File: src/brl_pkg.sv
// Shared types and constants of the line rasterizer
`default_nettype none

package brl_pkg;

  localparam int COORD_W     = 6;
  localparam int COLOR_W     = 8;
  localparam int DEC_W       = 10;
  localparam int STEP_W      = 8;
  localparam int QUEUE_DEPTH = 2;
  localparam int REG_RED     = 0;
  localparam int REG_GREEN   = 1;
  localparam int REG_BLUE    = 2;

  typedef enum logic [1:0] {
    OCT_SHALLOW_UP   = 2'd0,
    OCT_STEEP_UP     = 2'd1,
    OCT_SHALLOW_DOWN = 2'd2,
    OCT_STEEP_DOWN   = 2'd3
  } oct_t;

  typedef struct packed {
    logic [COORD_W-1:0]       x0;
    logic [COORD_W-1:0]       y0;
    oct_t                     oct;
    logic signed [STEP_W-1:0] a2;
    logic signed [STEP_W-1:0] b2;
    logic signed [DEC_W-1:0]  d0;
    logic [COORD_W-1:0]       cnt;
  } line_cmd_t;

  typedef struct packed {
    logic [COLOR_W-1:0] red;
    logic [COLOR_W-1:0] green;
    logic [COLOR_W-1:0] blue;
  } color_t;

endpackage

`default_nettype wire

File: src/bresenham_line_rasterizer.sv
// Top level of the Bresenham line rasterizer
`default_nettype none

// Takes one line request per in_ transaction and emits one out_ transaction per
// pixel, from the left endpoint to the right, carrying the color last written
// through the cfg_ port (red at 0x0, green at 0x4, blue at 0x8). Coordinates at
// or beyond IMAGE_SIZE are clamped to IMAGE_SIZE-1. A line of N pixels, N being
// max(|dx|,|dy|)+1 and at most 64, occupies the stepper while it loads the
// command and then emits its pixels, one decision update per cycle unless the
// output stalls. Requests are classified on entry and wait in a two-entry
// queue, so up to two further lines are taken while one is drawn. Write the
// color registers only while no line is in flight.

module bresenham_line_rasterizer #(
  parameter int IMAGE_SIZE = 64
) (
  input  wire logic        clk,
  input  wire logic        rst_n,
  input  wire logic        in_tvalid,
  output logic             in_tready,
  input  wire logic [23:0] in_tdata,   // start_x, start_y, end_x, end_y
  output logic             out_tvalid,
  input  wire logic        out_tready,
  output logic [39:0]      out_tdata,  // pixel_x, pixel_y, pixel_red, pixel_green,
                                       // pixel_blue, zero fill
  output logic             out_tlast,  // last_pixel
  input  wire logic        cfg_psel,
  input  wire logic        cfg_penable,
  input  wire logic        cfg_pwrite,
  input  wire logic [3:0]  cfg_paddr,
  input  wire logic [31:0] cfg_pwdata,
  output logic [31:0]      cfg_prdata,
  output logic             cfg_pready
);

  localparam int CW = brl_pkg::COORD_W;

  brl_pkg::color_t    color_r, color_nxt;
  brl_pkg::line_cmd_t front_cmd, q_cmd;
  logic               q_valid, q_ready;
  logic               cfg_wr;
  logic [1:0]         cfg_idx;
  logic [CW-1:0]      pix_x, pix_y;
  brl_pkg::color_t    pix_color;

  // configuration registers
  assign cfg_pready = 1'b1;
  assign cfg_wr     = cfg_psel && cfg_penable && cfg_pwrite && cfg_pready;
  assign cfg_idx    = cfg_paddr[3:2];

  always_comb begin
    color_nxt = color_r;
    if (cfg_wr) begin
      unique case (cfg_idx)
        2'(brl_pkg::REG_RED):   color_nxt.red   = cfg_pwdata[brl_pkg::COLOR_W-1:0];
        2'(brl_pkg::REG_GREEN): color_nxt.green = cfg_pwdata[brl_pkg::COLOR_W-1:0];
        2'(brl_pkg::REG_BLUE):  color_nxt.blue  = cfg_pwdata[brl_pkg::COLOR_W-1:0];
        default: ;
      endcase
    end
  end

  always_comb begin
    unique case (cfg_idx)
      2'(brl_pkg::REG_RED):   cfg_prdata = {24'd0, color_r.red};
      2'(brl_pkg::REG_GREEN): cfg_prdata = {24'd0, color_r.green};
      2'(brl_pkg::REG_BLUE):  cfg_prdata = {24'd0, color_r.blue};
      default:                cfg_prdata = '0;
    endcase
  end

  always_ff @(posedge clk) begin
    if (!rst_n) begin
      color_r <= '0;
    end else begin
      color_r <= color_nxt;
    end
  end

  brl_front #(
    .IMAGE_SIZE(IMAGE_SIZE)
  ) u_front (
    .req_data(in_tdata),
    .cmd     (front_cmd)
  );

  brl_queue u_queue (
    .clk     (clk),
    .rst_n   (rst_n),
    .wr_valid(in_tvalid),
    .wr_ready(in_tready),
    .wr_cmd  (front_cmd),
    .rd_valid(q_valid),
    .rd_ready(q_ready),
    .rd_cmd  (q_cmd)
  );

  brl_back u_back (
    .clk      (clk),
    .rst_n    (rst_n),
    .cmd_valid(q_valid),
    .cmd_ready(q_ready),
    .cmd      (q_cmd),
    .color    (color_r),
    .pix_valid(out_tvalid),
    .pix_ready(out_tready),
    .pix_x    (pix_x),
    .pix_y    (pix_y),
    .pix_color(pix_color),
    .pix_last (out_tlast)
  );

  assign out_tdata = {4'd0, pix_color.blue, pix_color.green, pix_color.red, pix_y, pix_x};

endmodule

`default_nettype wire

File: src/brl_queue.sv
// Small command queue between the classifier and the stepper
`default_nettype none

module brl_queue (
  input  wire logic              clk,
  input  wire logic              rst_n,
  input  wire logic              wr_valid,
  output logic                   wr_ready,
  input  wire brl_pkg::line_cmd_t wr_cmd,
  output logic                   rd_valid,
  input  wire logic              rd_ready,
  output brl_pkg::line_cmd_t     rd_cmd
);

  localparam int PTR_W = (brl_pkg::QUEUE_DEPTH > 1) ? $clog2(brl_pkg::QUEUE_DEPTH) : 1;
  localparam int CNT_W = $clog2(brl_pkg::QUEUE_DEPTH + 1);
  localparam logic [CNT_W-1:0] FULL_CNT = CNT_W'(brl_pkg::QUEUE_DEPTH);
  localparam logic [PTR_W-1:0] LAST_PTR = PTR_W'(brl_pkg::QUEUE_DEPTH - 1);

  brl_pkg::line_cmd_t mem_r [brl_pkg::QUEUE_DEPTH];
  logic [PTR_W-1:0] wr_ptr_r, wr_ptr_nxt;
  logic [PTR_W-1:0] rd_ptr_r, rd_ptr_nxt;
  logic [CNT_W-1:0] cnt_r, cnt_nxt;
  logic             push, pop;

  assign wr_ready = (cnt_r != FULL_CNT);
  assign rd_valid = (cnt_r != '0);
  assign rd_cmd   = mem_r[rd_ptr_r];
  assign push     = wr_valid && wr_ready;
  assign pop      = rd_valid && rd_ready;

  always_comb begin
    wr_ptr_nxt = wr_ptr_r;
    rd_ptr_nxt = rd_ptr_r;
    cnt_nxt    = cnt_r;
    if (push) begin
      wr_ptr_nxt = (wr_ptr_r == LAST_PTR) ? '0 : wr_ptr_r + PTR_W'(1);
    end
    if (pop) begin
      rd_ptr_nxt = (rd_ptr_r == LAST_PTR) ? '0 : rd_ptr_r + PTR_W'(1);
    end
    if (push && !pop) begin
      cnt_nxt = cnt_r + CNT_W'(1);
    end else if (pop && !push) begin
      cnt_nxt = cnt_r - CNT_W'(1);
    end
  end

  always_ff @(posedge clk) begin
    if (!rst_n) begin
      wr_ptr_r <= '0;
      rd_ptr_r <= '0;
      cnt_r    <= '0;
    end else begin
      wr_ptr_r <= wr_ptr_nxt;
      rd_ptr_r <= rd_ptr_nxt;
      cnt_r    <= cnt_nxt;
    end
  end

  always_ff @(posedge clk) begin
    if (push) begin
      mem_r[wr_ptr_r] <= wr_cmd;
    end
  end

endmodule

`default_nettype wire

File: src/brl_front.sv
// Line request intake: clamp, order endpoints, pick octant, seed decision
`default_nettype none

module brl_front #(
  parameter int IMAGE_SIZE = 64
) (
  input  wire logic [4*brl_pkg::COORD_W-1:0] req_data,
  output brl_pkg::line_cmd_t                 cmd
);

  localparam int CW = brl_pkg::COORD_W;
  localparam int DW = brl_pkg::DEC_W;
  localparam int SW = brl_pkg::STEP_W;
  localparam int MAX_C = IMAGE_SIZE - 1;
  localparam logic [12:0]   MAX_WIDE = 13'(MAX_C);
  localparam logic [CW-1:0] MAX_NARROW = CW'(MAX_C);

  logic [CW-1:0] x1, y1, x2, y2;
  logic [CW-1:0] xs, ys, ye, xe;
  logic [CW-1:0] dx, ady;
  logic signed [CW:0] dy;
  logic signed [DW-1:0] dy_e, dx_e;
  logic steep;
  brl_pkg::oct_t oct;

  function automatic logic [CW-1:0] clamp(input logic [CW-1:0] v);
    logic [12:0] w;
    w = {{(13-CW){1'b0}}, v};
    return (w > MAX_WIDE) ? MAX_NARROW : v;
  endfunction

  always_comb begin
    x1 = clamp(req_data[CW-1:0]);
    y1 = clamp(req_data[2*CW-1:CW]);
    x2 = clamp(req_data[3*CW-1:2*CW]);
    y2 = clamp(req_data[4*CW-1:3*CW]);
    if (x1 > x2) begin
      xs = x2; ys = y2; xe = x1; ye = y1;
    end else begin
      xs = x1; ys = y1; xe = x2; ye = y2;
    end
    dx    = xe - xs;
    dy    = $signed({1'b0, ye}) - $signed({1'b0, ys});
    ady   = dy[CW] ? CW'(-dy) : dy[CW-1:0];
    steep = (ady > dx);
    if (dy == '0) begin
      oct = brl_pkg::OCT_SHALLOW_UP;
    end else if (dy[CW]) begin
      oct = steep ? brl_pkg::OCT_STEEP_DOWN : brl_pkg::OCT_SHALLOW_DOWN;
    end else begin
      oct = steep ? brl_pkg::OCT_STEEP_UP : brl_pkg::OCT_SHALLOW_UP;
    end
    dy_e = DW'(dy);
    dx_e = $signed({{(DW-CW){1'b0}}, dx});

    cmd.x0  = xs;
    cmd.y0  = ys;
    cmd.oct = oct;
    cmd.a2  = SW'(dy_e <<< 1);
    cmd.b2  = SW'(-(dx_e <<< 1));
    unique case (oct)
      brl_pkg::OCT_SHALLOW_UP: begin
        cmd.d0  = (dy_e <<< 1) - dx_e;
        cmd.cnt = dx;
      end
      brl_pkg::OCT_STEEP_UP: begin
        cmd.d0  = dy_e - (dx_e <<< 1);
        cmd.cnt = ady;
      end
      brl_pkg::OCT_SHALLOW_DOWN: begin
        cmd.d0  = (dy_e <<< 1) + dx_e;
        cmd.cnt = dx;
      end
      default: begin
        cmd.d0  = dy_e + (dx_e <<< 1);
        cmd.cnt = ady;
      end
    endcase
  end

endmodule

`default_nettype wire

File: src/brl_back.sv
// Pixel stepper with output register
`default_nettype none

module brl_back (
  input  wire logic               clk,
  input  wire logic               rst_n,
  input  wire logic               cmd_valid,
  output logic                    cmd_ready,
  input  wire brl_pkg::line_cmd_t cmd,
  input  wire brl_pkg::color_t    color,
  output logic                    pix_valid,
  input  wire logic               pix_ready,
  output logic [brl_pkg::COORD_W-1:0] pix_x,
  output logic [brl_pkg::COORD_W-1:0] pix_y,
  output brl_pkg::color_t         pix_color,
  output logic                    pix_last
);

  localparam int CW = brl_pkg::COORD_W;
  localparam int DW = brl_pkg::DEC_W;

  logic                 busy_r, busy_nxt;
  logic [CW-1:0]        x_r, x_nxt, y_r, y_nxt, cnt_r, cnt_nxt;
  logic signed [DW-1:0] d_r, d_nxt;
  brl_pkg::oct_t        oct_r, oct_nxt;
  logic signed [brl_pkg::STEP_W-1:0] a2_r, a2_nxt, b2_r, b2_nxt;
  logic                 vld_r, vld_nxt, last_r, last_nxt;
  logic [CW-1:0]        px_r, px_nxt, py_r, py_nxt;
  brl_pkg::color_t      col_r, col_nxt;

  logic                 out_free, load, emit, tk;
  logic signed [DW-1:0] a2e, b2e, d_step;
  logic [CW-1:0]        x_step, y_step;

  assign out_free  = !vld_r || pix_ready;
  assign load      = !busy_r && cmd_valid;
  assign emit      = busy_r && out_free;
  assign cmd_ready = !busy_r;

  assign pix_valid = vld_r;
  assign pix_x     = px_r;
  assign pix_y     = py_r;
  assign pix_color = col_r;
  assign pix_last  = last_r;

  always_comb begin
    a2e = DW'(a2_r);
    b2e = DW'(b2_r);
    unique case (oct_r)
      brl_pkg::OCT_SHALLOW_UP: begin
        tk     = (d_r > 0);
        d_step = d_r + a2e + (tk ? b2e : '0);
        x_step = x_r + CW'(1);
        y_step = tk ? y_r + CW'(1) : y_r;
      end
      brl_pkg::OCT_STEEP_UP: begin
        tk     = (d_r < 0);
        d_step = d_r + b2e + (tk ? a2e : '0);
        x_step = tk ? x_r + CW'(1) : x_r;
        y_step = y_r + CW'(1);
      end
      brl_pkg::OCT_SHALLOW_DOWN: begin
        tk     = (d_r < 0);
        d_step = d_r + a2e - (tk ? b2e : '0);
        x_step = x_r + CW'(1);
        y_step = tk ? y_r - CW'(1) : y_r;
      end
      default: begin
        tk     = (d_r > 0);
        d_step = d_r - b2e + (tk ? a2e : '0);
        x_step = tk ? x_r + CW'(1) : x_r;
        y_step = y_r - CW'(1);
      end
    endcase

    busy_nxt = busy_r;
    x_nxt    = x_r;
    y_nxt    = y_r;
    d_nxt    = d_r;
    cnt_nxt  = cnt_r;
    oct_nxt  = oct_r;
    a2_nxt   = a2_r;
    b2_nxt   = b2_r;
    vld_nxt  = vld_r;
    last_nxt = last_r;
    px_nxt   = px_r;
    py_nxt   = py_r;
    col_nxt  = col_r;

    if (load) begin
      busy_nxt = 1'b1;
      x_nxt    = cmd.x0;
      y_nxt    = cmd.y0;
      d_nxt    = cmd.d0;
      cnt_nxt  = cmd.cnt;
      oct_nxt  = cmd.oct;
      a2_nxt   = cmd.a2;
      b2_nxt   = cmd.b2;
    end

    if (emit) begin
      vld_nxt  = 1'b1;
      px_nxt   = x_r;
      py_nxt   = y_r;
      col_nxt  = color;
      last_nxt = (cnt_r == '0);
      busy_nxt = (cnt_r != '0);
      x_nxt    = x_step;
      y_nxt    = y_step;
      d_nxt    = d_step;
      cnt_nxt  = cnt_r - CW'(1);
    end else if (pix_ready) begin
      vld_nxt = 1'b0;
    end
  end

  always_ff @(posedge clk) begin
    if (!rst_n) begin
      busy_r <= 1'b0;
      vld_r  <= 1'b0;
    end else begin
      busy_r <= busy_nxt;
      vld_r  <= vld_nxt;
    end
  end

  always_ff @(posedge clk) begin
    x_r    <= x_nxt;
    y_r    <= y_nxt;
    d_r    <= d_nxt;
    cnt_r  <= cnt_nxt;
    oct_r  <= oct_nxt;
    a2_r   <= a2_nxt;
    b2_r   <= b2_nxt;
    last_r <= last_nxt;
    px_r   <= px_nxt;
    py_r   <= py_nxt;
    col_r  <= col_nxt;
  end

endmodule

`default_nettype wire

File: config.mk
export PLATFORM = sky130hd
export DESIGN_NAME = bresenham_line_rasterizer
export DESIGN_NICKNAME = d
export VERILOG_FILES = /design/src/brl_pkg.sv /design/src/bresenham_line_rasterizer.sv /design/src/brl_queue.sv /design/src/brl_front.sv /design/src/brl_back.sv
export SDC_FILE = /design/constraint.sdc
export NUM_CORES = 1
export LEC_CHECK = 0
export ABC_CLOCK_PERIOD_IN_PS = 8100
export BUFFER_PORTS_ARGS = -buffer_cell sky130_fd_sc_hd__buf_2
export CAP_MARGIN = 20
export CORE_UTILIZATION = 62
export CTS_BUF_LIST = sky130_fd_sc_hd__clkbuf_8
export DETAILED_ROUTE_END_ITERATION = 10
export PLACE_DENSITY = 0.94
export SYNTH_ARGS = -nofsm -noshare
export SYNTH_HDL_FRONTEND = slang
export SYNTH_HIERARCHICAL = 1
export SYNTH_SLANG_ARGS = --single-unit
File: constraint.sdc
create_clock -name clk -period 8.1 [get_ports clk]
set_input_delay 0.81 -clock clk [delete_from_list [all_inputs] [get_ports clk]]
set_output_delay 0.81 -clock clk [all_outputs]
set_load 0.005 [all_outputs]
Word-level counts from Yosys, hierarchy flattened
Memories as Yosys holds them, arrays and structs flattened. A register that Yosys moved wholly into a read port is not among the register bits. Cells that the tools add are included. Widths: inputs -> output; s select.

Register bits after elaboration: 113. Memory bits (writable): 90. Input bits: 67. Output and inout port bits: 76. Logic and storage cells: 130. Memories kept: 1.

Add/sub/neg operators: 23. Order comparisons: 4. Eq/ne operators: 11. Muxes and demuxes: 42. Reductions and logical operators: 28.

Memory list: u_queue.mem_r (words 2, width 45, read ports 1, clocked after Yosys merged registers in 1, write ports 1, RTL line brl_queue.sv:20) `brl_pkg::line_cmd_t mem_r [brl_pkg::QUEUE_DEPTH];`.

Operators by type and width (count): $mux 6 (15); $mux 10 (6); $add 10x10->10 (5); $pmux 16 s3 (1); $pmux 10 s3 (1); $pmux 8 s3 (1); $sub 10x10->10 (2); $pmux 6 s3 (1); $add 6x1->6 const B (2); $gt 6x6->1 (2); $mux 1 (12); $pmux 6 s2 (1); $sub 6x1->6 const B (2); $gt 10x1->1 const B (1); $lt 10x1->1 const B (1); $add 7x8->9 (1); $add 8x7->9 (1); $ne 3x3->1 const B (3); $sub 7x8->9 (1); $sub 8x7->9 (1); $mux 2 (4); $neg 7->8 (1); $reduce_bool 2->1 (4); $logic_and 1x1->1 (7); other kinds (19) (32).

Logic depth before layout (Yosys ltp)
Word-level depth: 11. Gate-level depth with buffers: 37. Gate-level depth less buffers: 34.

Hierarchy
Netlist, hierarchy kept.

By module, submodules not included: brl_back (times used 1, cells an instance 531, area an instance 5646.7 um2, seq. area each 2532.4 um2); brl_queue (times used 1, cells an instance 167, area an instance 3558.4 um2, seq. area each 2862.7 um2); brl_front (times used 1, cells an instance 351, area an instance 2418.6 um2, seq. area each 0.0 um2); bresenham_line_rasterizer (times used 1, cells an instance 148, area an instance 1308.8 um2, seq. area each 480.5 um2).

Least setup slack after synthesis
No wires, ideal clock.

Kind: input to register. Start point: in in_tdata[16]. End point: mem u_queue/mem_r[0][15] in the netlist's numbering, data pin. Setup time: 252 ps. Data arrival time: 7206 ps. Data required time: 7848 ps. Slack: 642 ps. Stages: 35. Cells stage by stage: inv_1 > ha_1 > buf_2 > and3_1 > o221ai_2 > a21oi_2 > clkbuf_1 > nand2_1 > o22a_1 > ha_1 > o31ai_1 > a221o_1 > nand3_1 > a31oi_1 > nand3_1 > inv_2 > mux2_2 > ha_1 > a21o_1 > a21oi_1 > o21ai_0 > o21a_1 > o311ai_2 > a21oi_1 > ha_1 > nor2b_1 > o21ai_0 > a21oi_1 > o21ai_0 > nand2b_1 > a2111o_1 > a21oi_1 > nor4b_1 > o31ai_1 > buf_4.

RTL lines: start: declaration (RTL line bresenham_line_rasterizer.sv:21) `input wire logic [23:0] in_tdata,`; end: declaration (RTL line brl_queue.sv:20).

==> results.sh <==
export IMPL_dieWidth_um=146
export IMPL_synth_ff_type="edfxtp_1"
export IMPL_holdBufCountCts=0
export IMPL_layout_nets=1463
export IMPL_cts_resized=0
export IMPL_placementRows=52
export IMPL_critical_path_peak_fanout=10
export IMPL_diodes=0
export IMPL_finClkSkew_ns=0.0480
export IMPL_htreeDepth=1
export IMPL_first_pass_iters=5
export IMPL_yosysWarningCount=6
export IMPL_leakagePower_nw=5.73
export IMPL_synth_edff_count=175
export IMPL_clock_latency_ns=0.58
export IMPL_globalplace_congestion=0.936
export IMPL_path_buf_inv=4
export IMPL_grt_max_degree=52
export IMPL_end_kind="register"
export IMPL_rsz0062_at_grt="false"
export IMPL_hold_viol=0
export IMPL_crit_start="in_tdata[15]"
export IMPL_tns_ns=0
export IMPL_drive_gt1_share_pct=16.7
export IMPL_syn_to_final_growth_pct=8.40
export IMPL_overflow=0
export IMPL_rr_startpoint="u_back/d_r[5]"
export IMPL_status="finished clean"
export IMPL_die_y_um=146
export IMPL_fin_area_um2=14000
export IMPL_r2r_cells=15
export IMPL_vias=9520
export IMPL_p_per_area_nw_per_um2=470
export IMPL_grt_pass1_wl_mm=46.4
export IMPL_critical_path_top_delay_family="compound AO/OA/AOI/OAI gates"
export IMPL_cp_num_cells=33
export IMPL_fmax_mhz=134
export IMPL_place_ws_ns=0.312
export IMPL_avgSynthCellArea_um2=10.8
export IMPL_max_slew_worst_pin_slew_ns=1.07
export IMPL_synth_xor_xnor_area_share_pct=5.18
export IMPL_r2r_setup_slack_ns=3.60
export IMPL_netlist_cell_type_count=81
export IMPL_cts_sinks=206
export IMPL_cts_tree="done"
export IMPL_r2r_end="u_back/d_r[9]"
export IMPL_period_needed_ns=7.46
export IMPL_clockBufferDepth=3
export IMPL_critPathSlowestCell="a2111o_1"
export IMPL_totalWireLength_mm=28.7
export IMPL_postRouteAntennaNets=0
export IMPL_synth_seq_cells=206
export IMPL_async_flop_share_pct=0
export IMPL_post_cts_buffers=0
export IMPL_setup_viol=0
export IMPL_slew_violations=0
export IMPL_vdd_drop_max_v=0.000232
export IMPL_post_route_period_util_pct=92.2
export IMPL_placed_area_um2=13500
export IMPL_critPathMaxStageDelay_ns=0.45
export IMPL_setup_slack_ns=0.636
export IMPL_cp_required_ns=8.33
export IMPL_fillers=1342
export IMPL_synth_top_family_by_area="compound AO/OA/AOI/OAI gates"
export IMPL_synth_area_mux_share_pct=8.02
export IMPL_maxSlewHeadroom_pct=28.2
export IMPL_track_usage_pct=26.9
export IMPL_clk_pin_slew_ns=0.07
export IMPL_syn_area_um2=12900
export IMPL_port_buffers=87
export IMPL_crit_end="u_queue/mem_r[1][14]"
export IMPL_coreArea_um2=20400
export IMPL_hold_ws_ns=0.454
export IMPL_initialDrtViolationCount=786
export IMPL_hpwl_mm=20.0
export IMPL_grt_pass1_vias=9495
export IMPL_worstPathArrival_ns=7.69
export IMPL_routedWlPerCell_um=18.2
export IMPL_post_route_drc_count=0
export IMPL_dieArea_um2=21400
export IMPL_ios=143
export IMPL_synth_compound_area_share_pct=12.3
export IMPL_critical_path_class="in2reg"
export IMPL_cts_buffers=29
export IMPL_min_path_type="reg2reg"
export IMPL_yosysSeqAreaShare_pct=45.4
export IMPL_synth_simple_gate_area_share_pct=11.2
export IMPL_viasPerCell=6.03
export IMPL_start_util_pct=63.5
export IMPL_antenna_found_initial=0
export IMPL_critPathLaunchType="input pin"
export IMPL_netlist_instances=1197
export IMPL_cap_violations=0
export IMPL_synth_adder_area_share_pct=12.1
export IMPL_cts_root_buf="clkbuf_8"
cell usage after synthesis, types with 4 or more instances:
cell      number  area (um^2)
o21ai_0       71          355
fa_1          25          500
maj3_1         5         50.1
ha_1          81         1010
inv_1         77          289
nand2_1      131          492
o41ai_1        5         43.8
a21oi_1       60          300
clkbuf_1      18         67.6
mux2_1         4         45.0
dfxtp_1       31          621
mux2i_1       44          440
nor4_1         7         43.8
edfxtp_1     175         5260
xor2_1        27          236
nand2b_1      12         75.1
and3_1         6         37.5
o21ai_1        7         35.0
o21bai_1      11         82.6
buf_2         12         60.1
nor2_1        60          225
a21boi_0       4         30.0
inv_2          6         22.5
o31ai_1        6         45.0
nor3_1        14         70.1
a211oi_1       5         37.5
a21o_1        16          120
a31oi_1       11         68.8
nand3_1       21          105
buf_4         37          278
and2_1        17          106
mux2_2        49          552
nor2b_1       19          119
xnor2_1       42          368
o21a_1        10         75.1
worst min-delay path by stage:
stage	start	end	slack, ns	cells after the start
2_1_floorplan	color_r[16]	u_back/pix_color[16]	0.43	0
3_3_place_gp	color_r[7]	u_back/pix_color[7]	0.44	0
3_5_place_dp	color_r[7]	u_back/pix_color[7]	0.44	0
4_1_cts	color_r[12]	u_back/pix_color[12]	0.45	0
5_1_grt	color_r[12]	u_back/pix_color[12]	0.46	0
6_report	color_r[12]	u_back/pix_color[12]	0.45	0
through the flow:
stage | instances | utilization (%) | power (mW)
after global placement | 1528 | 66.3 | 5.45
after detailed placement | 1528 | 66.3 | 5.68
after global routing | 1579 | 68.8 | 7.02
after floorplan | 1225 | - | 4.76
after CTS | 1578 | 68.8 | 6.48
final | 1579 | 68.8 | 6.58
layout by cell type, fill, tap and decap left out, types with 14 or more instances in the layout:
cell type / synthesis / layout
inv_1: 77 / 80
mux2_2: 49 / 49
dfxtp_1: 31 / 30
a21oi_1: 60 / 60
nor2_1: 60 / 60
ha_1: 81 / 81
mux2i_1: 44 / 44
nor2b_1: 19 / 18
edfxtp_1: 175 / 175
xor2_1: 27 / 27
fa_1: 25 / 25
nor3_1: 14 / 14
conb_1: 3 / 31
and2_1: 17 / 17
nand3_1: 21 / 21
clkbuf_8: 0 / 29
xnor2_1: 42 / 42
buf_2: 12 / 87
nand2_1: 131 / 131
a21o_1: 16 / 16
buf_4: 37 / 16
o21ai_0: 71 / 71
power breakdown:
group / leakage (nW) / internal, mW / switching (mW)
Sequential: 1.90 / 1.65 / 0.212
Clock: 0.277 / 0.335 / 0.372
Combinational: 3.55 / 1.65 / 2.36
Total: 5.73 / 3.63 / 2.95
cell families (layout without fill, tap and decap cells):
logic type,Yosys count,count (layout)
other cells,3,31
flops,206,206
fa+ha+maj,111,111
xor+xnor,73,73
buf+inv,154,238
compound gates,245,245
simple gates,308,308
mux,97,97
flip-flops by register name, indices dropped and copies added (netlist names), 8 cells and up, named ones only:
register	cells
u_back/b2_r	8
u_back/a2_r	8
u_back/pix_color	24
u_queue/mem_r	92
u_back/d_r	10
color_r	24
metal layers:
layer  GRT usage [%]  part of all wire, %  vias to the layer above
met5               0                    0                        -
met3            4.19                  6.9                       97
li1                -                    -                     4407
met1            33.4                   40                     4537
met4            12.1                  3.6                        0
met2            46.5                   50                      479
worst register-to-register path: cells and delay by family (launching register included):
| kind | cells | cell delay, ns |
|---|---|---|
| xor+xnor | 1 | 0.14 |
| flops | 1 | 0.47 |
| compound gates | 8 | 1.85 |
| buf+inv | 1 | 0.35 |
| simple gates | 3 | 0.99 |
| fa+ha+maj | 2 | 0.59 |
layout make-up:
class | instances | area, um^2 | share of cell area, %
Multi-Input combinational cell | 865 | 6430 | 45.8
Sequential cell | 206 | 5880 | 41.9
Timing Repair Buffer | 104 | 567 | 4.04
Clock buffer | 29 | 399 | 2.85
Tap cell | 270 | 338 | 2.41
Inverter | 84 | 315 | 2.25
Clock inverter | 21 | 96.3 | 0.687
Power figures use the tool's default switching activity.
